## src/design/fblh_pkg.sv

```systemverilog
// shared types, codes and lane constants for the five lane byte hash
package fblh_pkg;

   localparam logic [31:0] LANE_A_INIT = 32'h811c9dc5;
   localparam logic [31:0] LANE_B_INIT = 32'h12345678;
   localparam logic [31:0] LANE_C_INIT = 32'hdeadbeef;
   localparam logic [31:0] LANE_D_INIT = 32'hcafebabe;
   localparam logic [31:0] LANE_E_INIT = 32'hfeedface;
   localparam logic [31:0] FNV_PRIME   = 32'h01000193;
   localparam logic [4:0]  PHASE_LAST  = 5'd23;

   localparam logic [1:0] KIND_DATA = 2'd0;
   localparam logic [1:0] KIND_LAST = 2'd1;
   localparam logic [1:0] KIND_EMIT = 2'd2;

   typedef struct packed {
      logic [1:0] kind;
      logic [7:0] data_byte;
   } req_type;

   typedef struct packed {
      logic [31:0] digest_a;
      logic [31:0] digest_b;
      logic [31:0] digest_c;
      logic [31:0] digest_d;
      logic [31:0] digest_e;
   } rsp_type;

   typedef struct packed {
      logic absorb;
      logic finish;
   } lane_ctl_type;

endpackage

```

## src/design/fblh_lane_core.sv

```systemverilog
// lane state registers and the combinational update of all five lanes
module fblh_lane_core
   import fblh_pkg::*;
(
   input  logic         clock,
   input  logic         reset,
   input  lane_ctl_type ctl,
   input  logic [7:0]   data_byte,
   output rsp_type      digest
);

   logic [31:0] lane_a_ff, lane_b_ff, lane_c_ff, lane_d_ff, lane_e_ff;
   logic [31:0] lane_a_in, lane_b_in, lane_c_in, lane_d_in, lane_e_in;
   logic [31:0] position_ff, position_in;
   logic [4:0]  phase_ff, phase_in;

   logic [31:0] byte_w;
   logic [31:0] abs_a, abs_b, abs_c, abs_d, abs_e;
   logic [31:0] abs_position;
   logic [4:0]  abs_phase;

   always_comb begin
      byte_w       = {24'd0, data_byte};
      abs_a        = (lane_a_ff ^ byte_w) * FNV_PRIME;
      abs_b        = ((lane_b_ff ^ byte_w) * FNV_PRIME) + position_ff;
      abs_c        = ((lane_c_ff << 5) + lane_c_ff) ^ byte_w;
      abs_d        = ((lane_d_ff << 5) - lane_d_ff) + byte_w;
      abs_e        = (lane_e_ff ^ (byte_w << phase_ff)) + byte_w;
      abs_position = position_ff + 32'd1;
      // phase wraps after 23, and any stray larger value also goes back to 0
      if (phase_ff >= PHASE_LAST) begin
         abs_phase = 5'd0;
      end else begin
         abs_phase = phase_ff + 5'd1;
      end
   end

   // digest shows the lanes after the optional last byte
   always_comb begin
      if (ctl.absorb) begin
         digest = '{digest_a: abs_a, digest_b: abs_b, digest_c: abs_c,
                    digest_d: abs_d, digest_e: abs_e};
      end else begin
         digest = '{digest_a: lane_a_ff, digest_b: lane_b_ff, digest_c: lane_c_ff,
                    digest_d: lane_d_ff, digest_e: lane_e_ff};
      end
   end

   always_comb begin
      lane_a_in   = lane_a_ff;
      lane_b_in   = lane_b_ff;
      lane_c_in   = lane_c_ff;
      lane_d_in   = lane_d_ff;
      lane_e_in   = lane_e_ff;
      position_in = position_ff;
      phase_in    = phase_ff;
      if (ctl.finish) begin
         lane_a_in   = LANE_A_INIT;
         lane_b_in   = LANE_B_INIT;
         lane_c_in   = LANE_C_INIT;
         lane_d_in   = LANE_D_INIT;
         lane_e_in   = LANE_E_INIT;
         position_in = 32'd0;
         phase_in    = 5'd0;
      end else if (ctl.absorb) begin
         lane_a_in   = abs_a;
         lane_b_in   = abs_b;
         lane_c_in   = abs_c;
         lane_d_in   = abs_d;
         lane_e_in   = abs_e;
         position_in = abs_position;
         phase_in    = abs_phase;
      end
   end

   always_ff @(posedge clock) begin
      if (reset) begin
         lane_a_ff   <= LANE_A_INIT;
         lane_b_ff   <= LANE_B_INIT;
         lane_c_ff   <= LANE_C_INIT;
         lane_d_ff   <= LANE_D_INIT;
         lane_e_ff   <= LANE_E_INIT;
         position_ff <= 32'd0;
         phase_ff    <= 5'd0;
      end else begin
         lane_a_ff   <= lane_a_in;
         lane_b_ff   <= lane_b_in;
         lane_c_ff   <= lane_c_in;
         lane_d_ff   <= lane_d_in;
         lane_e_ff   <= lane_e_in;
         position_ff <= position_in;
         phase_ff    <= phase_in;
      end
   end

   a_finish_clears: assert property (@(posedge clock) disable iff (reset)
      ctl.finish |=> (position_ff == 32'd0) && (phase_ff == 5'd0)
                     && (lane_a_ff == LANE_A_INIT))
      else $error("lane state not reinitialised after finish");

   a_absorb_counts: assert property (@(posedge clock) disable iff (reset)
      (ctl.absorb && !ctl.finish) |=> position_ff == $past(position_ff) + 32'd1)
      else $error("byte position did not advance on absorb");

   a_phase_range: assert property (@(posedge clock) disable iff (reset)
      phase_ff <= PHASE_LAST)
      else $error("shift phase out of range");

endmodule

```

## src/design/five_lane_byte_hash.sv

```systemverilog
// five lane byte hash: top level with input beat register and result register
//
// req channel carries one message byte per beat (req_data.kind, req_data.data_byte):
// a data byte, a final byte followed by an emit, or a bare emit. kind 3 is dropped.
// rsp channel carries the five 32-bit lane words of a finished message.
// a request beat lands in the input register; at the edge where it is taken all five
// lanes are updated by one shift-add or constant multiply each, and on a finish the
// words go into the result register at that edge, as rsp_valid is set.
// one beat is taken every cycle unless a finish waits; lanes feed back combinationally.
// while the result register waits on a stalled receiver, data beats keep flowing;
// a finish then holds in the input register and req_ready falls until it is taken.
// reset (synchronous, active high) empties both registers and loads every lane
// with its initial constant and both position counters with zero, so an empty
// message yields the initial constants.
module five_lane_byte_hash
   import fblh_pkg::*;
(
   input  logic    clock,
   input  logic    reset,
   input  logic    req_valid,
   output logic    req_ready,
   input  req_type req_data,
   output logic    rsp_valid,
   input  logic    rsp_ready,
   output rsp_type rsp_data
);

   logic         in_valid_ff, in_valid_in;
   req_type      in_ff;
   logic         rsp_valid_ff, rsp_valid_in;
   rsp_type      rsp_ff;
   lane_ctl_type step;
   rsp_type      digest;
   logic         fire;
   logic         rsp_free;

   always_comb begin
      step.absorb = (in_ff.kind == KIND_DATA) || (in_ff.kind == KIND_LAST);
      step.finish = (in_ff.kind == KIND_LAST) || (in_ff.kind == KIND_EMIT);
   end

   assign rsp_free = !rsp_valid_ff || rsp_ready;
   assign fire     = in_valid_ff && (!step.finish || rsp_free);
   assign req_ready = !in_valid_ff || fire;

   fblh_lane_core u_lane_core (
      .clock     (clock),
      .reset     (reset),
      .ctl       ('{absorb: fire && step.absorb, finish: fire && step.finish}),
      .data_byte (in_ff.data_byte),
      .digest    (digest)
   );

   always_comb begin
      in_valid_in = in_valid_ff;
      if (req_ready) begin
         in_valid_in = req_valid;
      end
      rsp_valid_in = rsp_valid_ff;
      if (fire && step.finish) begin
         rsp_valid_in = 1'b1;
      end else if (rsp_ready) begin
         rsp_valid_in = 1'b0;
      end
   end

   always_ff @(posedge clock) begin
      if (reset) begin
         in_valid_ff  <= 1'b0;
         rsp_valid_ff <= 1'b0;
      end else begin
         in_valid_ff  <= in_valid_in;
         rsp_valid_ff <= rsp_valid_in;
      end
   end

   // payload registers carry no reset
   always_ff @(posedge clock) begin
      if (req_ready && req_valid) begin
         in_ff <= req_data;
      end
      if (fire && step.finish) begin
         rsp_ff <= digest;
      end
   end

   assign rsp_valid = rsp_valid_ff;
   assign rsp_data  = rsp_ff;

   a_finish_emits: assert property (@(posedge clock) disable iff (reset)
      (fire && step.finish) |=> rsp_valid_ff)
      else $error("finish beat produced no result");

   a_no_overwrite: assert property (@(posedge clock) disable iff (reset)
      !(fire && step.finish && rsp_valid_ff && !rsp_ready))
      else $error("result register overwritten while stalled");

   a_data_no_result: assert property (@(posedge clock) disable iff (reset)
      (fire && !step.finish && !rsp_valid_ff) |=> !rsp_valid_ff)
      else $error("data beat produced a result");

endmodule
```

## config.mk

```make
export PLATFORM = sky130hd
export DESIGN_NAME = five_lane_byte_hash
export DESIGN_NICKNAME = d
export VERILOG_FILES = /design/src/design/fblh_pkg.sv /design/src/design/fblh_lane_core.sv /design/src/design/five_lane_byte_hash.sv
export SDC_FILE = /design/constraint.sdc
export NUM_CORES = 2
export LEC_CHECK = 0
export BUFFER_PORTS_ARGS = -buffer_cell sky130_fd_sc_hd__buf_2
export CAP_MARGIN = 20
export CORE_MARGIN = 8
export CORE_UTILIZATION = 57
export CTS_CLUSTER_SIZE = 24
export DETAILED_ROUTE_END_ITERATION = 16
export PLACE_DENSITY = 0.78
export SLEW_MARGIN = 20
export SYNTH_ARGS = -nofsm -noshare
export SYNTH_HDL_FRONTEND = slang
export SYNTH_SLANG_ARGS = --single-unit
```

## constraint.sdc

```tcl
create_clock -name clock -period 11.55 [get_ports clock]
set_clock_uncertainty 0.05 [all_clocks]
set_input_delay 2.31 -clock clock [delete_from_list [all_inputs] [get_ports clock]]
set_output_delay 2.31 -clock clock [all_outputs]
set_load 0.02 [all_outputs]
```

### Word-level counts from Yosys, hierarchy flattened

Cells that the tools add are included.
W data, S select, Z words.

* word-level logic and storage cells: 52
* register bits after elaboration: 369
* bits of input ports: 14

* muxes and demuxes: 4
* bitwise gates (word level): 4
* shift operators: 1
* equality and inequality tests: 2
* $add $sub $neg: 7
* reduce and logical (&&, ||, !) cells: 15
* $lt $le $gt $ge: 1
* multiply operators: 2

Operators by type and width (number)
* $mux W160: 1
* $xor A32 B8 Y32: 3
* $add A32 B32 Y32: 2
* $add A32 B8 Y32: 2
* $mul A32 B25 Y32 const B: 2
* $add A32 B1 Y32 const B: 1
* $shl A8 B5 Y32: 1
* $sub A32 B32 Y32: 1
* $xor A32 B32 Y32: 1
* $add A5 B1 Y5 const B: 1
* $ge A5 B5 Y1 const B: 1
* $logic_or A1 B1 Y1: 5
* $mux W5: 1
* $logic_and A1 B1 Y1: 4
* $logic_not A1 Y1: 3
* $eq A2 B1 Y1 const B: 1
* $eq A2 B2 Y1 const B: 1
* $logic_not A2 Y1: 1
* $mux W1: 2
* $reduce_bool A2 Y1: 1
* $reduce_or A2 Y1: 1

### Logic depth before layout (Yosys ltp)

* word-level depth: 7
* gate-level depth with buffers: 24
* mapped depth without buffers: 24

### By module

Synthesis repeated with hierarchy kept, for this count alone.

* cell total of the unflattened synthesis: 3097
* area total of the unflattened synthesis: 31031.0 µm²

Modules (own cells, without submodules)
* fblh_lane_core: instances 1, area each 25772.2 µm², sequential area each 3943.8 µm², cells each 2910
* five_lane_byte_hash: instances 1, area each 5258.8 µm², sequential area each 5144.9 µm², cells each 187

### Worst setup path after synthesis

OpenSTA, ideal clock, no wires.

* path type: input -> register
* from: input port rsp_ready
* to: register u_lane_core.lane_a_ff[30]
* required time: 11385 ps
* data arrival time: 11009 ps
* path slack: 376 ps
* buffers on the path: 3
* stages on the path: 7
* setup time: 115 ps
* path through: nor2b_1 -> clkbuf_1 -> nor2_1 -> nor2_1 -> clkbuf_1 -> clkbuf_1 -> and2_1

* word-level cells in the longest chain between the ends: 5
* elaborated cells between the ends (all ways): 6

RTL lines
* start: declaration: RTL line five_lane_byte_hash.sv:24 `input logic rsp_ready,`
* $logic_or A1 B1 Y1 (*): RTL line five_lane_byte_hash.sv:42 `assign rsp_free = !rsp_valid_ff || rsp_ready;`
* $logic_or A1 B1 Y1 (*): RTL line five_lane_byte_hash.sv:43 `assign fire = in_valid_ff && (!step.finish || rsp_free);`
* $logic_and A1 B1 Y1 (*): RTL line five_lane_byte_hash.sv:43
* $logic_and A1 B1 Y1: RTL line five_lane_byte_hash.sv:49 `.ctl ('{absorb: fire && step.absorb, finish: fire && step.finish}),`
* $reduce_or A2 Y1 (no source line)
* end signal: assignment: RTL line fblh_lane_core.sv:86 `lane_a_ff <= lane_a_in;`
* end: declaration: RTL line fblh_lane_core.sv:12 `logic [31:0] lane_a_ff, lane_b_ff, lane_c_ff, lane_d_ff, lane_e_ff;`

Every way passes the cells marked *; elsewhere a longest branch is shown, timed or not.
A chain may end at the register's enable or synchronous reset.

==> impl_metrics.toml <==
[drt]
vias = 22590
wl_mm = 71.7
drc = 0
vias_per_cell = 5.51
firstDrtPassIters = 6
wl_per_cell_um = 17.5
postRouteAntennaNets = 0
drt_iter0_drc = 1413

[final_layout]
multi_input_area_sq_mm = 0.0194
fillers = 4422
regArea_sq_mm = 0.00909
drive_above_1_share = 0.0883
area_growth_pct = 9.37
finalNetCount = 4049
antenna_cells = 0

[sta]
period_needed_ns = 6.85
finalSetupViolations = 0
max_slew_margin = 0.310
worst_pin_slew_ns = 1.03
fmax_mhz = 146
fin_crit_sh = 0.593
drv_slew = 0
finalSetupTns_ns = 0
finalHoldViolCount = 0
rsz0062_at_grt = "no"

[run_status]
status = "complete, no violations"

[grt]
grt-ovfl-total = 0
antenna_found_initial = 0
grt_usage = 0.233
grt_pass1_wl_mm = 115
grt_pass1_vias = 22487
grt_max_degree = 163

[critical_path]
rrSetupSlack_ns = 4.70
endpoint = "rsp_data[125]"
critPathMaxFanout = 12
ff2ff_path_depth = 19
worstSetupPathType = "reg -> reg"
worst_ep_arrival_time_ns = 7.11
reg2reg_from = "in_ff[4]"
critPathLaunch = "in_ff[4]"
end_kind = "flip-flop"
critical_path_required_ns = 11.82
crit_path_start_kind = "flip-flop"
rr_endpoint = "rsp_data[125]"

[synth]
ys.flop_type = "dfxtp_1"
synth_common_cells = "inv_1, ha_1, nand2_1"
syn_area_per_cell_sq_um = 9.53
synth_top_area_cell = "ha_1"
synth_top_area_share = 0.194
yosysWarnings = 0
ys_ff_latch = 369
synthCells = 3230
ys_seq_area_frac = 0.295
netlist-cell-type-count = 86
synth_fp_nets = 3905
synth_edf_count = 170
yosys-top-cells-area = "ha_1, edfxtp_1, dfxtp_1"
syn_area_sq_mm = 0.0308
async_flop_share = 0
yosysMostFrequentCell = "inv_1"

[floorplan]
num_io_pins = 176
dieWidth_um = 248
core-area_sq_mm = 0.0536
row_count = 85
die_height_um = 248
dieArea_sq_mm = 0.0617
initial_utilization = 0.574

[job]
cap_viol_max_count = 0

[cts]
cts_setup_buffers = 0
clk_pin_slew_worst_paths_ns = 0.06
cts_sinks = 369
worstSkewPairLatency_ns = 0.58
cts_hold_buf = 0
cts_buffers = 41
cts_resized = 0
cts-root-buf = "clkbuf_16"
cts_buffer_depth = 3
cts_max_level = 2
cts_tree = "yes"

[min_path]
hold_path.class = "reg -> reg"

[placed_design]
hpwl_mm = 54.9
place_congestion = 0.938
portBuffers = 175
==> per-stage QoR <==
| step | setup slack (ns) | std cells | util | hold slack (ns) | instance area [sq um] |
|---|---|---|---|---|---|
| after floorplan | 0.376 | 3230 | - | 0.394 | 30800 |
| after global placement | 4.98 | 4027 | 0.602 | 0.408 | 32300 |
| after detailed placement | 4.73 | 4027 | 0.602 | 0.423 | 32300 |
| after CTS | 4.69 | 4103 | 0.628 | 0.440 | 33700 |
| after global routing | 4.25 | 4103 | 0.628 | 0.469 | 33700 |
| final | 4.70 | 4103 | 0.628 | 0.444 | 33700 |
==> final cells by class <==
type / count / area share
multi-input combinational: 2256 / 0.576
sequential: 369 / 0.270
inverter: 519 / 0.0579
clock buffer: 48 / 0.0322
timing repair buffer: 187 / 0.0291
tap: 696 / 0.0259
clock inverter: 28 / 0.00933
==> how the worst min path moves through the flow <==
stage                               from                         to  slack, ns  cells after the start
6_report       u_lane_core.lane_c_ff[30]  u_lane_core.lane_c_ff[30]       0.44                      2
5_1_grt        u_lane_core.lane_d_ff[30]  u_lane_core.lane_d_ff[30]       0.47                      1
4_1_cts        u_lane_core.lane_d_ff[27]  u_lane_core.lane_d_ff[27]       0.44                      2
3_5_place_dp   u_lane_core.lane_d_ff[27]  u_lane_core.lane_d_ff[27]       0.42                      2
3_3_place_gp   u_lane_core.lane_d_ff[27]  u_lane_core.lane_d_ff[27]       0.41                      2
2_1_floorplan  u_lane_core.lane_d_ff[27]  u_lane_core.lane_d_ff[27]       0.39                      2
==> state kept, by name, summed over array words and instances, names as in the netlist <==
signal and cells:
in_ff 10, in_valid_ff 1, rsp_data 160, rsp_valid 1, u_lane_core.lane_a_ff 32, u_lane_core.lane_b_ff 32
u_lane_core.lane_c_ff 32, u_lane_core.lane_d_ff 32, u_lane_core.lane_e_ff 32, u_lane_core.phase_ff 5, u_lane_core.position_ff 32
==> layer usage <==
metal | routed length, um | share of wire | global-route usage
met5 | 0 | 0 | 0
met4 | 2060 | 0.029 | 0.0729
met3 | 3610 | 0.050 | 0.0354
met2 | 33400 | 0.47 | 0.385
met1 | 32600 | 0.45 | 0.315
==> kinds of logic after synthesis <==
family                   Yosys count  synth area share
flip-flops                       369             0.295
multiplexers                      29            0.0124
AND/OR/NAND/NOR                  795             0.125
adder cells (fa/ha/maj)          661             0.314
AO/OA/AOI/OAI                    527             0.108
XOR/XNOR                         244            0.0694
buffers and inverters            605            0.0762
==> worst max-delay path: stages (launching register included) <==
cell and delay [ns]:
edfxtp_1 0.69, xor2_1 0.57, ha_1 0.35, ha_1 0.30, fa_1 0.45, ha_1 0.23, fa_1 0.43, ha_1 0.28
inv_1 0.04, fa_1 0.47, inv_1 0.05, ha_1 0.30, a2111o_1 0.39, nor3_1 0.25, nor3_1 0.14, a21boi_0 0.58
o21ai_0 0.28, a31oi_1 0.32, xnor2_1 0.14, mux2_2 0.27
==> placed cells by master, fill, tap and decap left out, drive strengths merged, types with 79 or more instances in the layout <==
cell and count:
a21oi 136, buf 187, dfxtp 199, edfxtp 170, fa 184, ha 477, inv 521, nand2 327
nand2b 85, nand3 79, nor2 103, o21ai 165, xnor2 136, xor2 108
Power is left out: the tool's default activity adds up to more than one toggle a clock period on the data nets, which glitch-free logic cannot reach.
